==> src/design/ofht_pkg.sv <==
// shared types and codes for the open file handle table
// no dependencies; used by the controller, datapath and top level
package ofht_pkg;

    localparam int TABLE_DEPTH_DEF = 16;

    localparam logic [2:0] KIND_CREATE        = 3'd0;
    localparam logic [2:0] KIND_LOOKUP_OWNER  = 3'd1;
    localparam logic [2:0] KIND_LOOKUP_HANDLE = 3'd2;
    localparam logic [2:0] KIND_UPDATE        = 3'd3;
    localparam logic [2:0] KIND_RELEASE       = 3'd4;

    localparam logic [1:0] ST_OK        = 2'd0;
    localparam logic [1:0] ST_NOT_FOUND = 2'd1;
    localparam logic [1:0] ST_FULL      = 2'd2;
    localparam logic [1:0] ST_EXHAUSTED = 2'd3;

    localparam logic [2:0] ADDR_FIRST_HANDLE = 3'd0;

    typedef struct packed {
        logic [63:0] handle;
        logic [63:0] inode;
        logic [31:0] pid;
        logic [31:0] flags;
    } entry_t;

    localparam int ENTRY_W = $bits(entry_t);

    // controller to datapath
    typedef struct packed {
        logic accept;
        logic create;
        logic scan_start;
        logic scan_run;
        logic take_hit;
        logic shift_start;
        logic shift_run;
        logic count_dec;
        logic set_miss;
        logic fin;
    } cmd_t;

    // datapath to controller
    typedef struct packed {
        logic [2:0] kind;
        logic       hit;
        logic       scan_done;
        logic       out_free;
    } sts_t;

endpackage

==> src/design/ofht_ram.sv <==
// generic single write port, single read port ram with registered read
// no dependencies
module ofht_ram #(
    parameter int WIDTH = 8,
    parameter int DEPTH = 16
) (
    input  logic                     aclk,
    input  logic                     we,
    input  logic [$clog2(DEPTH)-1:0] waddr,
    input  logic [WIDTH-1:0]         wdata,
    input  logic [$clog2(DEPTH)-1:0] raddr,
    output logic [WIDTH-1:0]         rdata
);

    logic [WIDTH-1:0] mem_reg [DEPTH];
    logic [WIDTH-1:0] rdata_reg;

    always_ff @(posedge aclk) begin
        if (we) begin
            mem_reg[waddr] <= wdata;
        end
        rdata_reg <= mem_reg[raddr];
    end

    assign rdata = rdata_reg;

endmodule

==> src/design/ofht_ctrl.sv <==
// request sequencer: accept, decode, scan, compaction shift, result hand-off
// depends on ofht_pkg for the command and status structs
module ofht_ctrl (
    input  logic            aclk,
    input  logic            aresetn,
    input  logic            s_valid,
    output logic            s_ready,
    input  ofht_pkg::sts_t  sts,
    output ofht_pkg::cmd_t  cmd
);

    localparam logic [2:0] S_IDLE  = 3'd0;
    localparam logic [2:0] S_EXEC  = 3'd1;
    localparam logic [2:0] S_SCAN  = 3'd2;
    localparam logic [2:0] S_SHIFT = 3'd3;
    localparam logic [2:0] S_FIN   = 3'd4;

    logic [2:0] state_reg;
    logic [2:0] state_next;

    always_comb begin
        state_next = state_reg;
        cmd        = '0;
        s_ready    = 1'b0;
        case (state_reg)
            S_IDLE: begin
                s_ready = 1'b1;
                if (s_valid) begin
                    cmd.accept = 1'b1;
                    state_next = S_EXEC;
                end
            end
            S_EXEC: begin
                case (sts.kind)
                    ofht_pkg::KIND_CREATE: begin
                        cmd.create = 1'b1;
                        state_next = S_FIN;
                    end
                    ofht_pkg::KIND_LOOKUP_OWNER,
                    ofht_pkg::KIND_LOOKUP_HANDLE,
                    ofht_pkg::KIND_UPDATE,
                    ofht_pkg::KIND_RELEASE: begin
                        cmd.scan_start = 1'b1;
                        state_next     = S_SCAN;
                    end
                    default: begin
                        cmd.set_miss = 1'b1;
                        state_next   = S_FIN;
                    end
                endcase
            end
            S_SCAN: begin
                cmd.scan_run = 1'b1;
                if (sts.hit) begin
                    cmd.take_hit = 1'b1;
                    if (sts.kind == ofht_pkg::KIND_RELEASE) begin
                        cmd.shift_start = 1'b1;
                        state_next      = S_SHIFT;
                    end else begin
                        state_next = S_FIN;
                    end
                end else if (sts.scan_done) begin
                    cmd.set_miss = 1'b1;
                    state_next   = S_FIN;
                end
            end
            S_SHIFT: begin
                cmd.shift_run = 1'b1;
                if (sts.scan_done) begin
                    cmd.count_dec = 1'b1;
                    state_next    = S_FIN;
                end
            end
            S_FIN: begin
                if (sts.out_free) begin
                    cmd.fin    = 1'b1;
                    state_next = S_IDLE;
                end
            end
            default: begin
                state_next = S_IDLE;
            end
        endcase
    end

    always_ff @(posedge aclk) begin
        if (!aresetn) begin
            state_reg <= S_IDLE;
        end else begin
            state_reg <= state_next;
        end
    end

endmodule

==> src/design/ofht_dp.sv <==
// table datapath: entry ram, counters, scan pipeline, result and output registers
// depends on ofht_pkg and ofht_ram
module ofht_dp #(
    parameter int TABLE_DEPTH = ofht_pkg::TABLE_DEPTH_DEF
) (
    input  logic            aclk,
    input  logic            aresetn,
    input  ofht_pkg::cmd_t  cmd,
    output ofht_pkg::sts_t  sts,
    input  logic [2:0]      s_kind,
    input  logic [63:0]     s_key_handle,
    input  logic [63:0]     s_inode_number,
    input  logic [31:0]     s_process_id,
    input  logic [31:0]     s_open_flags,
    input  logic [63:0]     s_new_handle,
    input  logic            cfg_we,
    input  logic [63:0]     cfg_data,
    output logic [63:0]     first_handle,
    output logic            m_valid,
    input  logic            m_ready,
    output logic [1:0]      m_status,
    output logic [63:0]     m_found_handle,
    output logic [63:0]     m_found_inode,
    output logic [31:0]     m_found_pid,
    output logic [31:0]     m_found_flags
);

    localparam int IDX_W = $clog2(TABLE_DEPTH);
    localparam int CNT_W = $clog2(TABLE_DEPTH + 1);
    localparam logic [CNT_W-1:0] DEPTH_C = CNT_W'(TABLE_DEPTH);

    // request word
    logic [2:0]  kind_reg;
    logic [63:0] key_reg;
    logic [63:0] ino_reg;
    logic [31:0] pid_reg;
    logic [31:0] flags_reg;
    logic [63:0] nh_reg;

    logic [CNT_W-1:0] count_reg;
    logic [63:0]      next_handle_reg;
    logic             exhausted_reg;
    logic [63:0]      first_handle_reg;

    logic [CNT_W-1:0] idx_reg;
    logic [CNT_W-1:0] pend_idx_reg;
    logic             pend_reg;

    logic [1:0]       res_status_reg;
    ofht_pkg::entry_t res_entry_reg;

    logic             out_valid_reg;
    logic [1:0]       out_status_reg;
    ofht_pkg::entry_t out_entry_reg;

    logic             ram_we;
    logic [IDX_W-1:0] ram_waddr;
    ofht_pkg::entry_t ram_wdata;
    ofht_pkg::entry_t ram_rdata;

    logic             full;
    logic             last_handle;
    logic             create_ok;
    logic             hit;
    logic             issue;
    logic             out_free;
    ofht_pkg::entry_t upd_entry;
    logic [CNT_W-1:0] shift_dst;

    ofht_ram #(
        .WIDTH (ofht_pkg::ENTRY_W),
        .DEPTH (TABLE_DEPTH)
    ) u_ram (
        .aclk  (aclk),
        .we    (ram_we),
        .waddr (ram_waddr),
        .wdata (ram_wdata),
        .raddr (idx_reg[IDX_W-1:0]),
        .rdata (ram_rdata)
    );

    assign full        = (count_reg >= DEPTH_C);
    assign last_handle = (next_handle_reg == '1);
    assign create_ok   = cmd.create && !exhausted_reg && !full;
    assign upd_entry   = '{handle: nh_reg, inode: ino_reg, pid: pid_reg, flags: flags_reg};
    assign shift_dst   = pend_idx_reg - CNT_W'(1);

    // compare of the word read last cycle
    always_comb begin
        if (kind_reg == ofht_pkg::KIND_LOOKUP_OWNER) begin
            hit = pend_reg && (ram_rdata.inode == ino_reg) && (ram_rdata.pid == pid_reg);
        end else begin
            hit = pend_reg && (ram_rdata.handle == key_reg);
        end
    end

    assign issue    = (cmd.scan_run || cmd.shift_run) && (idx_reg < count_reg)
                      && !(cmd.scan_run && hit);
    assign out_free = !out_valid_reg || m_ready;

    always_comb begin
        ram_we    = 1'b0;
        ram_waddr = count_reg[IDX_W-1:0];
        ram_wdata = '{handle: next_handle_reg, inode: ino_reg, pid: pid_reg, flags: flags_reg};
        if (create_ok) begin
            ram_we = 1'b1;
        end else if (cmd.take_hit && kind_reg == ofht_pkg::KIND_UPDATE) begin
            ram_we    = 1'b1;
            ram_waddr = pend_idx_reg[IDX_W-1:0];
            ram_wdata = upd_entry;
        end else if (cmd.shift_run && pend_reg) begin
            // move the entry one slot toward the front
            ram_we    = 1'b1;
            ram_waddr = shift_dst[IDX_W-1:0];
            ram_wdata = ram_rdata;
        end
    end

    always_ff @(posedge aclk) begin
        if (cmd.accept) begin
            kind_reg  <= s_kind;
            key_reg   <= s_key_handle;
            ino_reg   <= s_inode_number;
            pid_reg   <= s_process_id;
            flags_reg <= s_open_flags;
            nh_reg    <= s_new_handle;
        end
        if (cmd.scan_start) begin
            idx_reg <= '0;
        end else if (cmd.shift_start) begin
            idx_reg <= pend_idx_reg + CNT_W'(1);
        end else if (issue) begin
            idx_reg <= idx_reg + CNT_W'(1);
        end
        if (issue) begin
            pend_idx_reg <= idx_reg;
        end
        if (cmd.create) begin
            if (exhausted_reg) begin
                res_status_reg <= ofht_pkg::ST_EXHAUSTED;
                res_entry_reg  <= '0;
            end else if (full) begin
                res_status_reg <= ofht_pkg::ST_FULL;
                res_entry_reg  <= '0;
            end else begin
                res_entry_reg  <= '{handle: next_handle_reg, inode: 64'd0, pid: 32'd0,
                                   flags: 32'd0};
                res_status_reg <= last_handle ? ofht_pkg::ST_EXHAUSTED : ofht_pkg::ST_OK;
            end
        end else if (cmd.take_hit) begin
            res_status_reg <= ofht_pkg::ST_OK;
            res_entry_reg  <= (kind_reg == ofht_pkg::KIND_UPDATE) ? upd_entry : ram_rdata;
        end else if (cmd.set_miss) begin
            res_status_reg <= ofht_pkg::ST_NOT_FOUND;
            res_entry_reg  <= '0;
        end
        if (cmd.fin) begin
            out_status_reg <= res_status_reg;
            out_entry_reg  <= res_entry_reg;
        end
    end

    always_ff @(posedge aclk) begin
        if (!aresetn) begin
            count_reg        <= '0;
            next_handle_reg  <= 64'd1;
            exhausted_reg    <= 1'b0;
            first_handle_reg <= 64'd1;
            pend_reg         <= 1'b0;
            out_valid_reg    <= 1'b0;
        end else begin
            if (cfg_we) begin
                first_handle_reg <= cfg_data;
                next_handle_reg  <= cfg_data;
                exhausted_reg    <= 1'b0;
            end else if (create_ok) begin
                if (last_handle) begin
                    exhausted_reg <= 1'b1;
                end else begin
                    next_handle_reg <= next_handle_reg + 64'd1;
                end
            end
            if (create_ok) begin
                count_reg <= count_reg + CNT_W'(1);
            end else if (cmd.count_dec) begin
                count_reg <= count_reg - CNT_W'(1);
            end
            if (cmd.scan_start || cmd.shift_start) begin
                pend_reg <= 1'b0;
            end else begin
                pend_reg <= issue;
            end
            if (cmd.fin) begin
                out_valid_reg <= 1'b1;
            end else if (m_ready) begin
                out_valid_reg <= 1'b0;
            end
        end
    end

    assign sts.kind      = kind_reg;
    assign sts.hit       = hit;
    assign sts.scan_done = !pend_reg && (idx_reg >= count_reg);
    assign sts.out_free  = out_free;

    assign first_handle   = first_handle_reg;
    assign m_valid        = out_valid_reg;
    assign m_status       = out_status_reg;
    assign m_found_handle = out_entry_reg.handle;
    assign m_found_inode  = out_entry_reg.inode;
    assign m_found_pid    = out_entry_reg.pid;
    assign m_found_flags  = out_entry_reg.flags;

endmodule

==> src/design/open_file_handle_table_unit.sv <==
// open file handle table, top level: apb register decode, controller and datapath
// create appends the new entry at the end of the table; lookup, update and release scan
// the entries in order from index 0 and stop at the first hit, else report not found
// a release with a hit then moves each later entry one slot toward the front
// one word is in work at a time; the next is accepted while a result waits in the output
// reset clears control state; table contents are not cleared
module open_file_handle_table_unit #(
    parameter int TABLE_DEPTH = ofht_pkg::TABLE_DEPTH_DEF
) (
    input  logic        aclk,
    input  logic        aresetn,
    input  logic        s_valid,
    output logic        s_ready,
    input  logic [2:0]  s_kind,
    input  logic [63:0] s_key_handle,
    input  logic [63:0] s_inode_number,
    input  logic [31:0] s_process_id,
    input  logic [31:0] s_open_flags,
    input  logic [63:0] s_new_handle,
    output logic        m_valid,
    input  logic        m_ready,
    output logic [1:0]  m_status,
    output logic [63:0] m_found_handle,
    output logic [63:0] m_found_inode,
    output logic [31:0] m_found_pid,
    output logic [31:0] m_found_flags,
    input  logic        psel,
    input  logic        penable,
    input  logic        pwrite,
    input  logic [2:0]  paddr,
    input  logic [63:0] pwdata,
    output logic [63:0] prdata,
    output logic        pready
);

    ofht_pkg::cmd_t cmd;
    ofht_pkg::sts_t sts;
    logic           cfg_we;
    logic [63:0]    first_handle;

    assign pready = 1'b1;
    assign cfg_we = psel && penable && pwrite && (paddr == ofht_pkg::ADDR_FIRST_HANDLE);
    assign prdata = (paddr == ofht_pkg::ADDR_FIRST_HANDLE) ? first_handle : 64'd0;

    ofht_ctrl u_ctrl (
        .aclk    (aclk),
        .aresetn (aresetn),
        .s_valid (s_valid),
        .s_ready (s_ready),
        .sts     (sts),
        .cmd     (cmd)
    );

    ofht_dp #(
        .TABLE_DEPTH (TABLE_DEPTH)
    ) u_dp (
        .aclk           (aclk),
        .aresetn        (aresetn),
        .cmd            (cmd),
        .sts            (sts),
        .s_kind         (s_kind),
        .s_key_handle   (s_key_handle),
        .s_inode_number (s_inode_number),
        .s_process_id   (s_process_id),
        .s_open_flags   (s_open_flags),
        .s_new_handle   (s_new_handle),
        .cfg_we         (cfg_we),
        .cfg_data       (pwdata),
        .first_handle   (first_handle),
        .m_valid        (m_valid),
        .m_ready        (m_ready),
        .m_status       (m_status),
        .m_found_handle (m_found_handle),
        .m_found_inode  (m_found_inode),
        .m_found_pid    (m_found_pid),
        .m_found_flags  (m_found_flags)
    );

endmodule
==> config.mk <==
export PLATFORM = sky130hd
export DESIGN_NAME = open_file_handle_table_unit
export DESIGN_NICKNAME = d
export VERILOG_FILES = /design/src/design/ofht_pkg.sv /design/src/design/ofht_ram.sv /design/src/design/ofht_ctrl.sv /design/src/design/ofht_dp.sv /design/src/design/open_file_handle_table_unit.sv
export SDC_FILE = /design/constraint.sdc
export NUM_CORES = 2
export LEC_CHECK = 0
export BUFFER_PORTS_ARGS = -buffer_cell sky130_fd_sc_hd__buf_2
export CORE_UTILIZATION = 45
export DETAILED_ROUTE_END_ITERATION = 16
export PLACE_DENSITY = 0.6
export SETUP_SLACK_MARGIN = 0.5
export SYNTH_ARGS = -nofsm -noshare
export SYNTH_HDL_FRONTEND = slang
export SYNTH_SLANG_ARGS = --single-unit
==> constraint.sdc <==
create_clock -name aclk -period 23.3 [get_ports aclk]
set_clock_uncertainty 0.05 [all_clocks]
set_input_delay 5.825 -clock aclk [delete_from_list [all_inputs] [get_ports aclk]]
set_output_delay 5.825 -clock aclk [all_outputs]
set_load 0.05 [all_outputs]
==> qor.yml <==
use_met2_pct: 37.90
startpoint_type: "primary input"
final_util_pct: 51.89
tns_ps: 0
globalRouteOverflowTotal: 0
fin_nets: 8777
cts-resized-gates: 0
grt_setup_unrepaired: "no"
fp.coreArea_um2: 339800
dpl_cell_area_um2: 162300
count_of_placed_standard_cells_including_taps: 12550
fmax_mhz: 77.82
buffer_ports.inserted: 592
ctsRootBufferMaster: "sky130_fd_sc_hd__clkbuf_16"
synth_sequential_area_ratio_pct: 77.18
hold_viol_final: 0
detail-route-antenna-nets: 0
timing.final.max_slew_violations: 0
ios: 594
cts.repair_timing.setup_buffer_count: 0
overall_power_consumption_mw: 16.97
clockBufferDepth: 4
clock_tree.htree_level_count: 5
setup_violations: 0
nFillCells: 26720
route.detailed.drc: 282
clk_pin_slew_worst_paths_ps: 60
synth-main-ff-cell: "sky130_fd_sc_hd__edfxtp_1"
synth_async_sr_flop_share_pct: 0
hold_buffers: 0
detailed_route_wire_length_per_cell_um: 31.85
outcome: "finished with violations"
wire_length_of_the_first_global_routing_pass_um: 593800
die_width_um: 586.3
power.static_leakage_nw: 56.48
synth_nets: 8010
number_of_antenna_violations_at_the_first_check_in_global_routing: 20
crit_type: "in2out"
cp.required_ps: 17430
groute.usage.overall_pct: 24.43
worst_slew_pin_slew_ps: 1185
timing.final.crit_period_ps: 12850
final_cells: 13340
power_density_nw_per_um2: 96.27
yosys.area_share.simple_pct: 4.069
timing.critical_path.fanout_max: 66
worstSetupEndpointType: "output pin"
detail_route.vias_per_cell: 5.934
grt_use_met3_pct: 4.074
finalCritPeriodShare_pct: 55.15
vdd.ir_drop.worst_uv: 72.48
area_delta_synth_final_pct: 14.77
drt-pass1-iter-count: 17
synth_edf_count: 3724
initial_core_util_pct: 45.21
yosys.cell_types.count: 74
die_height_um: 586.3
failed_checks: "DRC"
rows: 214
synth_top_family_by_area: "multiplexers"
busiest_layer: "met2"
cap_violations: 0
place_congestion: 0.8820
synthXorXnorAreaFrac_pct: 1.300
syn_area_um2: 153600
cts_tree: "yes"
global_route.usage.met1_pct: 35.61
synthCells: 7665
routed_wl_um: 425000
syn_avg_cell_area_um2: 20.04
yosys-mux-area-fraction_pct: 14.41
clock_insertion_delay_worst_skew_ps: 970
cp.arrival_ps: 6980
largest_register_ffs: 3072
fraction_of_the_mapped_netlist_area_in_compound_gates_pct: 1.900
tritoncts.num_buffers: 418
synth_fa_ha_area_share_pct: 0.1026
layout-drive-gt1-share_pct: 27.02
via_count: 79160
maxSlewHeadroom_pct: 20.44
drt_iter0_markers: 9420
die-area_um2: 343700
post-dp-hpwl_um: 243700
post_route_cell_area_um2: 176300
ys_seq_elements: 4060
worst_min_delay_path_category: "reg2reg"
grt_max_degree: 118
via_count_of_the_first_global_routing_pass: 78760
yosysWarnings: 0
clock-sinks: 4060
## power by group
group          total, mW  switching [mW]  internal [mW]
Sequential          8.33           0.204           8.13
Clock               6.73            2.80           3.93
Combinational       1.91            1.03          0.879
## kinds of logic after synthesis
group	Yosys count
other	1
AOI/OAI and AO/OA	519
xor gates and xnor gates	228
buffers and inverters	413
muxes	1032
adders and majority gates	12
and+or+nand+nor	1400
DFF	4060
## metal layers
layer / vias to the layer above / share of wire [%]
met2: 3809 / 46
li1: 32440 / -
met4: 6 / 3.3
met1: 42290 / 42
met3: 614 / 8.2
met5: - / 0.0089
## metrics by stage
stage	hold slack [ps]	setup slack, ps
2_1_floorplan	350.3	182.9
4_1_cts	362.9	10440
6_report	360.1	10450
5_1_grt	370.1	10360
3_3_place_gp	355.5	10490
3_5_place_dp	354.5	10440
## Yosys cell counts (65+ instances only)
cell type,n,area [um2]
sky130_fd_sc_hd__clkbuf_1,315,1182
sky130_fd_sc_hd__buf_1,65,244.0
sky130_fd_sc_hd__nand2_1,1007,3780
sky130_fd_sc_hd__o21ai_0,116,580.6
sky130_fd_sc_hd__mux2i_1,87,870.8
sky130_fd_sc_hd__and2_1,75,469.2
sky130_fd_sc_hd__edfxtp_1,3724,111800
sky130_fd_sc_hd__xnor2_1,178,1559
sky130_fd_sc_hd__mux4_2,943,21240
sky130_fd_sc_hd__nand4_1,95,594.3
sky130_fd_sc_hd__dfxtp_1,336,6726
sky130_fd_sc_hd__a21oi_1,282,1411
## layout make-up
| type | instances | area, um2 | share of cell area (%) |
|---|---|---|---|
| inverters | 17 | 63.81 | 0.03619 |
| clock inverters | 187 | 2023 | 1.148 |
| well taps | 4536 | 5675 | 3.219 |
| flip-flops and latches | 4060 | 118600 | 67.25 |
| diodes | 10 | 25.02 | 0.01419 |
| multi-input cells | 3192 | 33700 | 19.11 |
| clock buffers | 596 | 11920 | 6.758 |
| repair buffers | 743 | 4334 | 2.458 |
## worst max-delay path, stage by stage
cell and delay (ps):
sky130_fd_sc_hd__buf_2 120, sky130_fd_sc_hd__nor3_2 140, sky130_fd_sc_hd__buf_4 410, sky130_fd_sc_hd__and2_1 200
sky130_fd_sc_hd__buf_2 260
## placed cells by master (no fill, tap or decap), types with 8 or more instances in the layout
master / n
sky130_fd_sc_hd__ha_1: 11
sky130_fd_sc_hd__clkbuf_1: 108
sky130_fd_sc_hd__and4_1: 10
sky130_fd_sc_hd__nand2_1: 1006
sky130_fd_sc_hd__buf_12: 19
sky130_fd_sc_hd__edfxtp_1: 3724
sky130_fd_sc_hd__o21ai_0: 116
sky130_fd_sc_hd__nand4_1: 95
sky130_fd_sc_hd__and2_1: 73
sky130_fd_sc_hd__clkbuf_16: 427
sky130_fd_sc_hd__mux2i_1: 87
sky130_fd_sc_hd__nand3_1: 41
sky130_fd_sc_hd__clkinv_1: 47
sky130_fd_sc_hd__bufinv_16: 33
sky130_fd_sc_hd__nor2b_1: 20
sky130_fd_sc_hd__a21oi_1: 281
sky130_fd_sc_hd__clkinv_2: 71
sky130_fd_sc_hd__xnor2_1: 178
sky130_fd_sc_hd__dfxtp_1: 332
sky130_fd_sc_hd__diode_2: 10
sky130_fd_sc_hd__clkbuf_8: 59
sky130_fd_sc_hd__buf_2: 592
sky130_fd_sc_hd__a211oi_1: 22
sky130_fd_sc_hd__clkinv_8: 10
sky130_fd_sc_hd__buf_4: 132
sky130_fd_sc_hd__and3_1: 19
sky130_fd_sc_hd__inv_1: 15
sky130_fd_sc_hd__a22oi_1: 64
sky130_fd_sc_hd__xor2_1: 50
sky130_fd_sc_hd__nor4_1: 22
sky130_fd_sc_hd__nor3_1: 12
sky130_fd_sc_hd__nor2_1: 36
sky130_fd_sc_hd__mux4_2: 943
sky130_fd_sc_hd__nor3_2: 8
## path summary, 6_finish.rpt
check	startpoint	cells after the start	end	slack (ps)
setup reg to reg	u_dp.pid_reg[12]	13	u_dp.u_ram.mem_reg[11][34]	13970
setup / recovery	paddr[0]	5	prdata[47]	10450
hold reg to reg	u_dp.res_entry_reg[73]	0	u_dp.m_found_inode[9]	360
hold / removal	u_dp.res_entry_reg[73]	0	u_dp.m_found_inode[9]	360
Power figures use the tool's default switching activity.
